## src/sv/group_exclusive_task_dispatcher_defines.svh

```systemverilog
// Assertion macros shared by the dispatcher RTL.
`ifndef GROUP_EXCLUSIVE_TASK_DISPATCHER_DEFINES_SVH
`define GROUP_EXCLUSIVE_TASK_DISPATCHER_DEFINES_SVH

// Same-cycle implication, checked outside reset.
`define GETD_ASSERT_IMPL(lbl, ante, cons, msg) \
    lbl: assert property (@(posedge aclk) disable iff (!aresetn) (ante) |-> (cons)) \
        else $error(msg);

// Next-cycle implication, checked outside reset.
`define GETD_ASSERT_NEXT(lbl, ante, cons, msg) \
    lbl: assert property (@(posedge aclk) disable iff (!aresetn) (ante) |=> (cons)) \
        else $error(msg);

`endif

```

## src/sv/getd_pkg.sv

```systemverilog
package getd_pkg;

    localparam int QUEUE_DEPTH = 16;
    localparam int GROUP_COUNT = 16;
    localparam int TAG_BITS    = 16;

    localparam int PORT_TAG_W  = 16;
    localparam int STORE_TAG_W = (TAG_BITS < PORT_TAG_W) ? TAG_BITS : PORT_TAG_W;
    localparam int GRP_W       = $clog2(GROUP_COUNT);
    localparam int IDX_W       = $clog2(QUEUE_DEPTH);
    localparam int CNT_W       = $clog2(QUEUE_DEPTH + 1);
    localparam int ACT_W       = 8;
    localparam logic [ACT_W-1:0] ACTIVE_MAX = 8'd255;

    typedef logic [1:0] func_t;
    localparam func_t FN_ENQ  = 2'd0;
    localparam func_t FN_DISP = 2'd1;
    localparam func_t FN_DONE = 2'd2;

    typedef logic [1:0] status_t;
    localparam status_t ST_OK      = 2'd0;
    localparam status_t ST_FULL    = 2'd1;
    localparam status_t ST_NONE    = 2'd2;
    localparam status_t ST_NOTBUSY = 2'd3;

    typedef struct packed {
        logic [STORE_TAG_W-1:0] tag;
        logic [GRP_W-1:0]       grp;
        logic                   excl;
    } entry_t;

    typedef struct packed {
        logic             push;
        logic             pop;
        logic [IDX_W-1:0] pop_pos;
    } q_ctrl_t;

    function automatic logic [GRP_W-1:0] group_index(input logic [3:0] g);
        logic [8:0] r;
        r = {5'd0, g};
        for (int k = 0; k < 8; k++) begin
            if (r >= 9'(GROUP_COUNT)) begin
                r = r - 9'(GROUP_COUNT);
            end
        end
        return r[GRP_W-1:0];
    endfunction

endpackage

```

## src/sv/getd_queue.sv

```systemverilog
module getd_queue (
    input  logic                         aclk,
    input  logic                         aresetn,
    input  getd_pkg::q_ctrl_t            ctrl,
    input  getd_pkg::entry_t             push_entry,
    input  logic [getd_pkg::IDX_W-1:0]   rd_idx,
    output getd_pkg::entry_t             rd_entry,
    output logic [getd_pkg::CNT_W-1:0]   count
);
    import getd_pkg::*;

    entry_t           mem_reg  [QUEUE_DEPTH];
    entry_t           mem_next [QUEUE_DEPTH];
    logic [CNT_W-1:0] count_reg;
    logic [CNT_W-1:0] count_next;

    // A pop closes the gap by moving every later entry down by one.
    always_comb begin
        mem_next   = mem_reg;
        count_next = count_reg;
        if (ctrl.pop) begin
            for (int i = 0; i < QUEUE_DEPTH - 1; i++) begin
                if (IDX_W'(i) >= ctrl.pop_pos) begin
                    mem_next[i] = mem_reg[i + 1];
                end
            end
            count_next = count_reg - CNT_W'(1);
        end else if (ctrl.push) begin
            mem_next[count_reg[IDX_W-1:0]] = push_entry;
            count_next = count_reg + CNT_W'(1);
        end
    end

    always_ff @(posedge aclk) begin
        mem_reg <= mem_next;
    end

    always_ff @(posedge aclk) begin
        if (!aresetn) begin
            count_reg <= '0;
        end else begin
            count_reg <= count_next;
        end
    end

    assign rd_entry = mem_reg[rd_idx];
    assign count    = count_reg;

endmodule

```

## src/sv/group_exclusive_task_dispatcher.sv

```systemverilog
// Task queue with per-group mutual exclusion.
// The input channel (s_valid/s_ready) carries one command per transaction:
// enqueue a task, request the next task for a worker, or report a task done.
// Every input transaction produces exactly one result transaction on the
// m_valid/m_ready channel with grant, task fields, status and an idle flag.
// Enqueue, done and unknown commands skip the scan, raise m_valid once they
// commit, and then let the block return to idle for the next command.
// A dispatch walks the queue oldest first, one entry per cycle through a
// single eligibility check, and stops at the first eligible entry or at
// the last one, inspecting at most the queue depth of 16 entries and none
// when the queue is empty; its result then commits like the others.
// The block accepts one command at a time; s_ready is high only while no
// command is in progress.
// When the receiver stalls, the finished result waits in the output register
// and the command commits only once that register is free, so s_ready stays
// low until then.
// Reset empties the queue, clears all group busy marks and the active count,
// and drops any pending result.
`include "group_exclusive_task_dispatcher_defines.svh"

module group_exclusive_task_dispatcher (
    input  logic        aclk,
    input  logic        aresetn,
    input  logic        s_valid,
    output logic        s_ready,
    input  logic [1:0]  s_func,
    input  logic [15:0] s_task_tag,
    input  logic [3:0]  s_group_num,
    input  logic        s_is_exclusive,
    output logic        m_valid,
    input  logic        m_ready,
    output logic        m_granted,
    output logic [15:0] m_out_tag,
    output logic [3:0]  m_out_group,
    output logic        m_out_exclusive,
    output logic [1:0]  m_status,
    output logic        m_idle
);
    import getd_pkg::*;

    typedef enum logic [2:0] {
        S_IDLE = 3'b001,
        S_SCAN = 3'b010,
        S_FIN  = 3'b100
    } state_t;

    state_t                 state_reg,     state_next;
    func_t                  func_reg,      func_next;
    logic [STORE_TAG_W-1:0] tag_reg,       tag_next;
    logic [GRP_W-1:0]       grp_reg,       grp_next;
    logic                   excl_reg,      excl_next;
    logic [IDX_W-1:0]       idx_reg,       idx_next;
    logic                   hit_reg,       hit_next;
    entry_t                 hit_entry_reg, hit_entry_next;
    logic [GROUP_COUNT-1:0] busy_reg,      busy_next;
    logic [ACT_W-1:0]       active_reg,    active_next;
    logic                   m_valid_reg,   m_valid_next;
    logic                   granted_reg,   granted_next;
    logic [15:0]            out_tag_reg,   out_tag_next;
    logic [3:0]             out_group_reg, out_group_next;
    logic                   out_excl_reg,  out_excl_next;
    status_t                status_reg,    status_next;
    logic                   idle_reg,      idle_next;

    q_ctrl_t          ctrl;
    entry_t           push_entry;
    entry_t           cand;
    logic [CNT_W-1:0] q_count;
    logic [CNT_W-1:0] q_after;
    logic             cand_ok;
    logic             last;
    logic             out_free;
    logic             commit;
    logic             full;

    getd_queue u_queue (
        .aclk       (aclk),
        .aresetn    (aresetn),
        .ctrl       (ctrl),
        .push_entry (push_entry),
        .rd_idx     (idx_reg),
        .rd_entry   (cand),
        .count      (q_count)
    );

    assign s_ready  = (state_reg == S_IDLE);
    assign cand_ok  = !cand.excl || !busy_reg[cand.grp];
    assign last     = (CNT_W'(idx_reg) + CNT_W'(1)) == q_count;
    assign out_free = !m_valid_reg || m_ready;
    assign commit   = (state_reg == S_FIN) && out_free;
    assign full     = (q_count == CNT_W'(QUEUE_DEPTH));

    assign push_entry.tag  = tag_reg;
    assign push_entry.grp  = excl_reg ? grp_reg : '0;
    assign push_entry.excl = excl_reg;

    assign ctrl.push    = commit && (func_reg == FN_ENQ) && !full;
    assign ctrl.pop     = commit && (func_reg == FN_DISP) && hit_reg;
    assign ctrl.pop_pos = idx_reg;

    assign q_after = ctrl.push ? (q_count + CNT_W'(1)) :
                     ctrl.pop  ? (q_count - CNT_W'(1)) : q_count;

    always_comb begin
        state_next     = state_reg;
        func_next      = func_reg;
        tag_next       = tag_reg;
        grp_next       = grp_reg;
        excl_next      = excl_reg;
        idx_next       = idx_reg;
        hit_next       = hit_reg;
        hit_entry_next = hit_entry_reg;
        case (state_reg)
            S_IDLE: begin
                if (s_valid) begin
                    func_next = s_func;
                    tag_next  = s_task_tag[STORE_TAG_W-1:0];
                    grp_next  = group_index(s_group_num);
                    excl_next = s_is_exclusive;
                    idx_next  = '0;
                    hit_next  = 1'b0;
                    if ((s_func == FN_DISP) && (q_count != '0)) begin
                        state_next = S_SCAN;
                    end else begin
                        state_next = S_FIN;
                    end
                end
            end
            S_SCAN: begin
                if (cand_ok) begin
                    hit_next       = 1'b1;
                    hit_entry_next = cand;
                    state_next     = S_FIN;
                end else if (last) begin
                    state_next = S_FIN;
                end else begin
                    idx_next = idx_reg + IDX_W'(1);
                end
            end
            S_FIN: begin
                if (out_free) begin
                    state_next = S_IDLE;
                end
            end
            default: begin
                state_next = S_IDLE;
            end
        endcase
    end

    always_comb begin
        busy_next      = busy_reg;
        active_next    = active_reg;
        m_valid_next   = m_valid_reg && !m_ready;
        granted_next   = granted_reg;
        out_tag_next   = out_tag_reg;
        out_group_next = out_group_reg;
        out_excl_next  = out_excl_reg;
        status_next    = status_reg;
        idle_next      = idle_reg;
        if (commit) begin
            granted_next   = 1'b0;
            out_tag_next   = '0;
            out_group_next = '0;
            out_excl_next  = 1'b0;
            status_next    = ST_OK;
            case (func_reg)
                FN_ENQ: begin
                    if (full) begin
                        status_next = ST_FULL;
                    end
                end
                FN_DISP: begin
                    if (hit_reg) begin
                        granted_next   = 1'b1;
                        out_tag_next   = 16'(hit_entry_reg.tag);
                        out_group_next = 4'(hit_entry_reg.grp);
                        out_excl_next  = hit_entry_reg.excl;
                        if (hit_entry_reg.excl) begin
                            busy_next[hit_entry_reg.grp] = 1'b1;
                        end
                        if (active_reg != ACTIVE_MAX) begin
                            active_next = active_reg + ACT_W'(1);
                        end
                    end else begin
                        status_next = ST_NONE;
                    end
                end
                FN_DONE: begin
                    if (excl_reg) begin
                        if (!busy_reg[grp_reg]) begin
                            status_next = ST_NOTBUSY;
                        end
                        busy_next[grp_reg] = 1'b0;
                    end
                    if (active_reg != '0) begin
                        active_next = active_reg - ACT_W'(1);
                    end
                end
                default: begin
                    status_next = ST_OK;
                end
            endcase
            idle_next    = (q_after == '0) && (active_next == '0);
            m_valid_next = 1'b1;
        end
    end

    always_ff @(posedge aclk) begin
        if (!aresetn) begin
            state_reg   <= S_IDLE;
            busy_reg    <= '0;
            active_reg  <= '0;
            m_valid_reg <= 1'b0;
        end else begin
            state_reg   <= state_next;
            busy_reg    <= busy_next;
            active_reg  <= active_next;
            m_valid_reg <= m_valid_next;
        end
    end

    always_ff @(posedge aclk) begin
        func_reg      <= func_next;
        tag_reg       <= tag_next;
        grp_reg       <= grp_next;
        excl_reg      <= excl_next;
        idx_reg       <= idx_next;
        hit_reg       <= hit_next;
        hit_entry_reg <= hit_entry_next;
        granted_reg   <= granted_next;
        out_tag_reg   <= out_tag_next;
        out_group_reg <= out_group_next;
        out_excl_reg  <= out_excl_next;
        status_reg    <= status_next;
        idle_reg      <= idle_next;
    end

    assign m_valid         = m_valid_reg;
    assign m_granted       = granted_reg;
    assign m_out_tag       = out_tag_reg;
    assign m_out_group     = out_group_reg;
    assign m_out_exclusive = out_excl_reg;
    assign m_status        = status_reg;
    assign m_idle          = idle_reg;

    `GETD_ASSERT_IMPL(a_count_bound, 1'b1, q_count <= CNT_W'(QUEUE_DEPTH), "queue count above depth")
    `GETD_ASSERT_IMPL(a_scan_range, state_reg == S_SCAN, CNT_W'(idx_reg) < q_count, "scan past queue end")
    `GETD_ASSERT_IMPL(a_grant_status, m_valid && m_granted, (m_status == ST_OK) && !m_idle, "grant with bad status or idle")
    `GETD_ASSERT_NEXT(a_excl_busy, ctrl.pop && hit_entry_reg.excl, busy_reg[$past(hit_entry_reg.grp)], "exclusive grant left group free")

endmodule
```

## config.mk

```make
export PLATFORM = sky130hd
export DESIGN_NAME = group_exclusive_task_dispatcher
export DESIGN_NICKNAME = d
export VERILOG_FILES = /design/src/sv/getd_pkg.sv /design/src/sv/getd_queue.sv /design/src/sv/group_exclusive_task_dispatcher.sv
export VERILOG_INCLUDE_DIRS = /design/src /design/src/sv
export SDC_FILE = /design/constraint.sdc
export NUM_CORES = 1
export LEC_CHECK = 0
export ABC_CLOCK_PERIOD_IN_PS = 3400
export BUFFER_PORTS_ARGS = -buffer_cell sky130_fd_sc_hd__buf_4
export CAP_MARGIN = 40
export CORE_ASPECT_RATIO = 0.6
export CORE_MARGIN = 2
export CORE_UTILIZATION = 38
export CTS_BUF_LIST = sky130_fd_sc_hd__clkbuf_4
export CTS_CLUSTER_SIZE = 12
export DETAILED_ROUTE_END_ITERATION = 8
export PLACE_DENSITY_LB_ADDON = 0.12
export RECOVER_POWER = 50
export SYNTH_ARGS = -nofsm -noshare
export SYNTH_HDL_FRONTEND = slang
export SYNTH_SLANG_ARGS = --single-unit
```

## constraint.sdc

```tcl
create_clock -name aclk -period 3.4 [get_ports aclk]
set_input_delay 0.51 -clock aclk [delete_from_list [all_inputs] [get_ports aclk]]
set_output_delay 0.51 -clock aclk [all_outputs]
set_load 0.05 [all_outputs]
```

Yosys cells after proc, flatten, opt, wreduce, memory -nomap -nowiden
Cells that the tools add are included.
Word-level totals
  bits in registers: 443
  input port bits: 27
  output and inout bits: 27
Operators by class
  reduce and logical (&&, ||, !) cells: 49
  multiplexer cells: 65
  $add $sub $neg: 6
  $lt $le $gt $ge: 23
  equality and inequality tests: 33
  bitwise gates (word level): 6
Operators with widths (count)
  21-bit two-way mux: 18
  336-bit bitwise mux: 1
  336-bit two-way mux: 1
  315-bit two-way mux: 1
  21-bit binary-select mux with 4-bit select: 1
  21-bit demux with 4-bit select: 1
  16-bit two-way mux: 3
  2-bit AND reduction: 19
  8-bit two-way mux: 4
  16-bit case mux with 2 select lines: 1
  2-bit by 1-bit != test with 1-bit output, second input constant: 15
  4-bit greater-or-equal comparator, first input constant: 7
  5-bit two-way mux: 4
  16-bit AND: 1
  3-bit by 4-bit greater-or-equal comparator with 1-bit output, first input constant: 4
  4-bit two-way mux: 4
  2-bit != test, second input constant: 8
  16-bit inverter: 1
  16-bit OR: 1
  8-bit case mux with 2 select lines: 1
  4-bit by 5-bit < comparator with 1-bit output, second input constant: 3
  3-bit two-way mux: 5
  1-bit logical AND: 11
  5-bit greater-or-equal comparator, second input constant: 2
  other kinds (40): 65

Depth between registers and ports, before layout
Gate-level depths: netlist of the first run.
  word-level depth: 10
  depth in mapped cells: 11
  depth with buffers taken out: 9

Modules after synthesis
A second synthesis of the first run with hierarchy kept.
Second synthesis, totals
  cells, all modules: 1816
  area total of the unflattened synthesis: 21490.6 sq um
Modules (own cells, without submodules)
  getd_queue: instances 1, cells each 1356, area each 16378.2 sq um
  group_exclusive_task_dispatcher: instances 1, cells each 460, area each 5112.4 sq um

Least setup slack after synthesis of the first run
Ideal clock, no wire load.
  path type: reg-to-reg
  from: register idx_reg[0]
  to: register u_queue.mem_reg[231] (netlist name) (enable)
  clock period less this slack: 3.692 ns
  library setup time: 0.432 ns
  data required time: 2.968 ns
  path buffers: 5
  arrival time: 3.261 ns
  setup slack: -0.292 ns
  stages on the path, launching flop included: 10
  cells stage by stage: edfxtp_1 -> buf_6 -> buf_12 -> buf_4 -> buf_2 -> buf_2 -> inv_1 -> ha_1 -> nor2b_1 -> o31ai_1
On the way
  longest elaborated chain between the ends: 3
RTL lines
  from (decl): line group_exclusive_task_dispatcher.sv:52  | logic [IDX_W-1:0] idx_reg, idx_next;
  from (signal assigned): line group_exclusive_task_dispatcher.sv:228  | idx_reg <= idx_next;
  3-bit by 4-bit greater-or-equal comparator with 1-bit output: line getd_queue.sv:23  | if (IDX_W'(i) >= ctrl.pop_pos) begin
  2-bit by 1-bit != test with 1-bit output (no source line)
  2-bit AND reduction (no source line)
  to (signal assigned): line getd_queue.sv:35  | mem_reg <= mem_next;
  to (decl): line getd_queue.sv:12  | entry_t mem_reg [QUEUE_DEPTH];
No other way between the ends.
A chain may end at the register's enable or synchronous reset.

==> results of run 1 <==
==> synth_stat cells, types with 11 or more instances <==
cell	number	share of area [%]
nand2b_1	16	0.47
dfxtp_1	33	3.1
mux4_2	55	5.8
a21oi_1	32	0.75
edfxtp_1	410	57
o22ai_1	16	0.47
mux2i_1	71	3.3
nor2_1	62	1.1
buf_1	13	0.23
o221ai_1	24	0.98
a22o_1	279	11
nor3_1	12	0.28
nand2_1	107	1.9
buf_2	12	0.28
ha_1	14	0.82
nand4_1	12	0.35
clkbuf_1	115	2.0
inv_1	28	0.49
o21ai_0	65	1.5
nand3_1	17	0.40
and3_1	31	0.90
nor2b_1	11	0.32
==> power breakdown <==
part / internal, µW / switching [µW]
Combinational: 363 / 623
Clock: 2200 / 2250
Sequential: 5960 / 157
Total: 8520 / 3030
==> kinds of logic (layout without fill, tap and decap cells) <==
kind of cell | after synthesis | after routing
flops | 443 | 443
other cells | 0 | 2
mux | 135 | 135
simple gates | 306 | 306
fa+ha+maj | 14 | 14
xor+xnor | 10 | 10
buf+inv | 176 | 382
compound gates | 499 | 499
==> per-layer routing <==
metal	vias up	part of all wire, %	track usage, %
li1	6701	-	-
met1	7719	52	39.6
met2	797	35	25.9
met3	83	11	7.69
met4	2	1.5	5.33
met5	-	0.11	0.974
==> repair_timing <==
item / in CTS / in global routing
hold buffers: 25 / 0
endpoints found under the hold margin: 33 / 0
resized for setup: 0 / 0
==> tightest hold or removal path: cells and delay by family <==
kind,cells,cell delay (ns)
compound gates,1,0.09
buf+inv,1,0.08
simple gates,1,0.24
==> worst paths after layout <==
kind | cells past startpoint | slack (ns) | end
worst max-delay path | 10 | 0.21 | u_queue.mem_reg[91]
worst max register to register | 10 | 0.21 | u_queue.mem_reg[91]
worst min register to register | 2 | 0.52 | busy_reg[0]
worst min-delay path | 3 | 0.13 | m_valid
==> per-stage QoR <==
stage          std cells  hold slack (ns)
4_1_cts             2548           0.0610
3_3_place_gp        2339            0.493
3_5_place_dp        2341            0.496
6_report            2550            0.126
2_1_floorplan       1583            0.457
5_1_grt             2550           0.0828
==> layout make-up <==
| class | instances | share of cell area [%] |
|---|---|---|
| repair buffers | 170 | 5.15 |
| diodes | 2 | 0.0204 |
| inverters | 30 | 0.459 |
| clock buffers | 159 | 4.87 |
| clock inverters | 23 | 0.541 |
| multi-input cells | 964 | 32.2 |
| flip-flops and latches | 443 | 52.9 |
| well taps | 759 | 3.87 |
==> reports/results.ini, run 1 <==
[outcome]
outcome=finished with violations
violations=max-capacitance violations, max-slew violations

[synthesis]
syn_nets=1624
synth_ff_type=edfxtp_1
synth_warnings=0
synth_xor_xnor_area_share_pct=0.408
syn_area_per_cell_um2=13.6
synthAdderAreaFrac_pct=0.815
synthSimpleGateAreaFrac_pct=7.04
synth_top_family_by_area=compound AO/OA/AOI/OAI gates
async_reset_ff_share_pct=0
synth_compound_area_share_pct=18.5
syn-instance-count=1583
seq_area_frac_synth_pct=60.4
synth_edf_count=410
ys_seq_elements=443
synth_area_mm2=0.0215
synthMuxAreaShare_pct=9.54
synth.distinct_cells=78

[power_and_ir_drop]
totalPowerFinal_uw=11600
ir_drop_mv=0.260
power_density_mw_per_mm2=471
p_leak_uw=0.00860

[cts]
clock-root-buffer=clkbuf_4
clkSlewWorstSetupHoldPaths_ns=0.08
cts_setup_buffers=0
cts_max_level=3
insertion_delay_ns=0.86
cts_buffers=106
clockBufferDepth=3
clock-sinks=443
cts_tree=built

[drt]
drc=0
drt-initial-drc-count=1890
drtPass1Iterations=6
vias=15300
drt_wl_total_um=68200
wl_per_cell_um=26.7
via_per_inst=6.00
final_antenna_net_count=0

[placed_design]
globalplace.congestion=0.887
dp_slack_ns=0.323
post_dp_cell_area_mm2=0.0231
port_buffers=53
dpl.hpwl_um=47300

[die]
initial_core_util_pct=38.5
dieArea_mm2=0.0585
io_pins=54
rows=67
core_area_mm2=0.0558
die_h_um=188
die_w_um=311

[setup_path]
path_delay_family=simple AND/OR/NAND/NOR gates
cp_slowest_cell=or3b_1
path_cells=inv_1, ha_1, or3b_1, o2111ai_2, nor2_1, buf_4, nand2_1, nor2_2, clkbuf_2, a22o_1
end_kind=flop
max_stage_delay_ns=0.46
crit_fanout=21
critPathKind=reg -> reg
r2r_start=u_queue.count[1]
critPathRequiredTime_ns=4.00
crit_arrival_ns=3.79
worstPathBufferInverterCount=3
critPathLaunchType=flop
critical_path.startpoint=u_queue.count[1]

[cells_and_area]
seqCellArea_mm2=0.0130
largest_reg_flops=336
area_growth_pct=14.1
final_common_cell=edfxtp_1
drive_gt1_share_pct=20.2
final_util_pct=43.9
fillCellCount=5241
mostFrequentLayoutCells=edfxtp_1, a22o_1, clkbuf_4
multi_input_area_mm2=0.00789
final_area_mm2=0.0245
fin_nets=1756

[sta]
fin_ws_ns=0.212
finalHoldViolations=0
clock_skew_ns=0.0276
worst_pin_slew_ns=1.68
finalCritPeriodShare_pct=93.8
fmax_mhz=314
slew_violations=46
max_slew_margin_pct=-12.2
period_needed_ns=3.19
setup_viol=0
rsz0062_at_grt=false
tns_ns=0

[global_route]
antenna_found_initial=2
grt_usage_pct=23.0
grt_max_degree=152
grt_pass1_vias=14500
grt_pass1_wl_um=101000
overflow=0

[job]
max_cap_viol_count=2

[hold_path]
hold_start=m_ready
worst_hold_path_type=in -> reg

Power figures use the tool's default switching activity.
==> run 2, diff against run 1 <==
--- a/config.mk
+++ b/config.mk
@@ -17,3 +17,3 @@
 export DETAILED_ROUTE_END_ITERATION = 8
-export PLACE_DENSITY_LB_ADDON = 0.12
+export PLACE_DENSITY = 0.59
 export RECOVER_POWER = 50
==> constraint.sdc (replaced) <==
create_clock -name aclk -period 3.4 [get_ports aclk]
set_input_delay 0.68 -clock aclk [delete_from_list [all_inputs] [get_ports aclk]]
set_output_delay 0.68 -clock aclk [all_outputs]
set_load 0.05 [all_outputs]
==> run 2 against run 1 <==
The run still ends with max-capacitance violations, max-slew violations left. Register-to-register slack got worse by 0.10 ns. Via count is 0.48% lower. Worst hold slack better by 0.0013 ns. Cell area up 0.53%. Count of clock-buffer cells in the layout rose by 10. Total power increased by 0.66%. Critical path depth shrank 2. First-iteration DRC count rose by 11%. Cell count is 0.75% higher.
==> reports/results.ini, run 2 (synthesized netlist as in run 1, its figures left out) <==
[sta]
max_slew_margin_pct=-17.9
rsz0062_at_grt=false
finalCritPeriodShare_pct=96.7
setup_viol=0
clock_skew_ns=0.0589
period_needed_ns=3.29
slew_violations=24
fmax_mhz=304
worst_pin_slew_ns=1.77
finalHoldViolations=0
holdWs_ns=0.127

[global_route]
grt_max_degree=191
grt_pass1_wl_um=95000
grt_pass1_vias=14500
antenna_found_initial=1
grt_usage_pct=21.4
overflow=0

[cts]
clock-root-buffer=clkbuf_4
clockBufferDepth=3
cts_tree=built
insertion_delay_ns=0.86
cts_buffers=105
cts_max_level=3
clock-sinks=443
cts-resized-gates=0
clkSlewWorstSetupHoldPaths_ns=0.07

[cells_and_area]
largest_reg_flops=336
final_util_pct=44.1
mostFrequentLayoutCells=edfxtp_1, a22o_1, clkbuf_4
fin_cells=2569
area_growth_pct=14.7
drive_gt1_share_pct=20.8
fin_nets=1765
fillCellCount=5131
final_common_cell=edfxtp_1

[setup_path]
crit_arrival_ns=3.97
path_cells=buf_4, buf_4, nand2_1, buf_4, o221ai_1, o22ai_1, a21oi_1, buf_4
worstPathBufferInverterCount=4
critPathLaunchType=flop
crit_fanout=24
critPathRequiredTime_ns=4.08
critPathKind=reg -> reg
cp_slowest_cell=edfxtp_1
path_delay_family=buffers and inverters
max_stage_delay_ns=0.60
end_kind=flop
worst_path_most_repeated_cell=buf_4

[drt]
wl_per_cell_um=24.5
drt-initial-drc-count=2090
vias=15200
drtPass1Iterations=5
via_per_inst=5.93
drc=0
drt_wl_total_um=63000
final_antenna_net_count=0

[die]
io_pins=54
initial_core_util_pct=38.5
die_w_um=311
die_h_um=188
dieArea_mm2=0.0585
core_area_mm2=0.0558
rows=67

[power_and_ir_drop]
p_leak_uw=0.00870
power_density_mw_per_mm2=472
ir_drop_mv=0.255

[placed_design]
dp_cells=2353
dpl.hpwl_um=44000
port_buffers=53
globalplace.congestion=0.944

[outcome]
outcome=finished with violations
violations=max-capacitance violations, max-slew violations

[hold_path]
worst_hold_path_type=in -> reg

[job]
max_cap_viol_count=1

==> run 2: per-stage QoR <==
stage               area, µm²  setup TNS [ns]  setup WS [ns]  power (µW)
finish                  24600               0          0.111       11600
global route            24600               0         0.0313       12100
CTS                     24900               0          0.219       11700
detailed placement      23300               0          0.236        7190
global placement        23200               0          0.309        7170
floorplan               21500           -1.04        -0.0247        6780
==> run 2: layer usage <==
metal / GRT usage, % / wire length (µm) / vias up
met5: 0 / 0 / -
met4: 4.24 / 612 / 0
met3: 9.77 / 9270 / 60
met2: 24.9 / 22600 / 885
met1: 34.7 / 30500 / 7545
li1: - / - / 6739
==> run 2: final cells by class <==
| class | count | area (µm²) | share of cell area, % |
|---|---|---|---|
| Inverter | 30 | 113 | 0.457 |
| Clock inverter | 23 | 121 | 0.492 |
| Clock buffer | 169 | 1270 | 5.15 |
| Sequential cell | 443 | 13000 | 52.6 |
| Tap cell | 759 | 950 | 3.85 |
| Timing Repair Buffer | 180 | 1380 | 5.60 |
| Multi-Input combinational cell | 964 | 7840 | 31.8 |
| Antenna cell | 1 | 2.50 | 0.0102 |
==> run 2: timing repair <==
action                    in CTS  in global routing
hold buffers                  23                  0
hold endpoints to repair      23                  0
buffers inserted               0                  0
==> run 2: worst reg2reg max path, stage by stage (launching register included) <==
cell	delay, ns
edfxtp_1	0.60
buf_4	0.45
buf_4	0.38
nand2_1	0.26
buf_4	0.29
o221ai_1	0.61
o22ai_1	0.20
a21oi_1	0.19
buf_4	0.16
==> run 2: worst paths after layout <==
path / startpoint / depth (start not counted) / slack [ns] / to
hold reg to reg: busy_reg[4] / 2 / 0.51 / busy_reg[4]
hold / removal: aresetn / 2 / 0.13 / state_reg[0]
setup / recovery: idx_reg[1] / 8 / 0.11 / hit_entry_reg[12]
setup reg to reg: idx_reg[1] / 8 / 0.11 / hit_entry_reg[12]
==> run 2: power breakdown <==
| group | switching (µW) | internal [µW] |
|---|---|---|
| Clock | 2210 | 2310 |
| Combinational | 621 | 377 |
| Sequential | 146 | 5960 |
| Total | 2980 | 8650 |
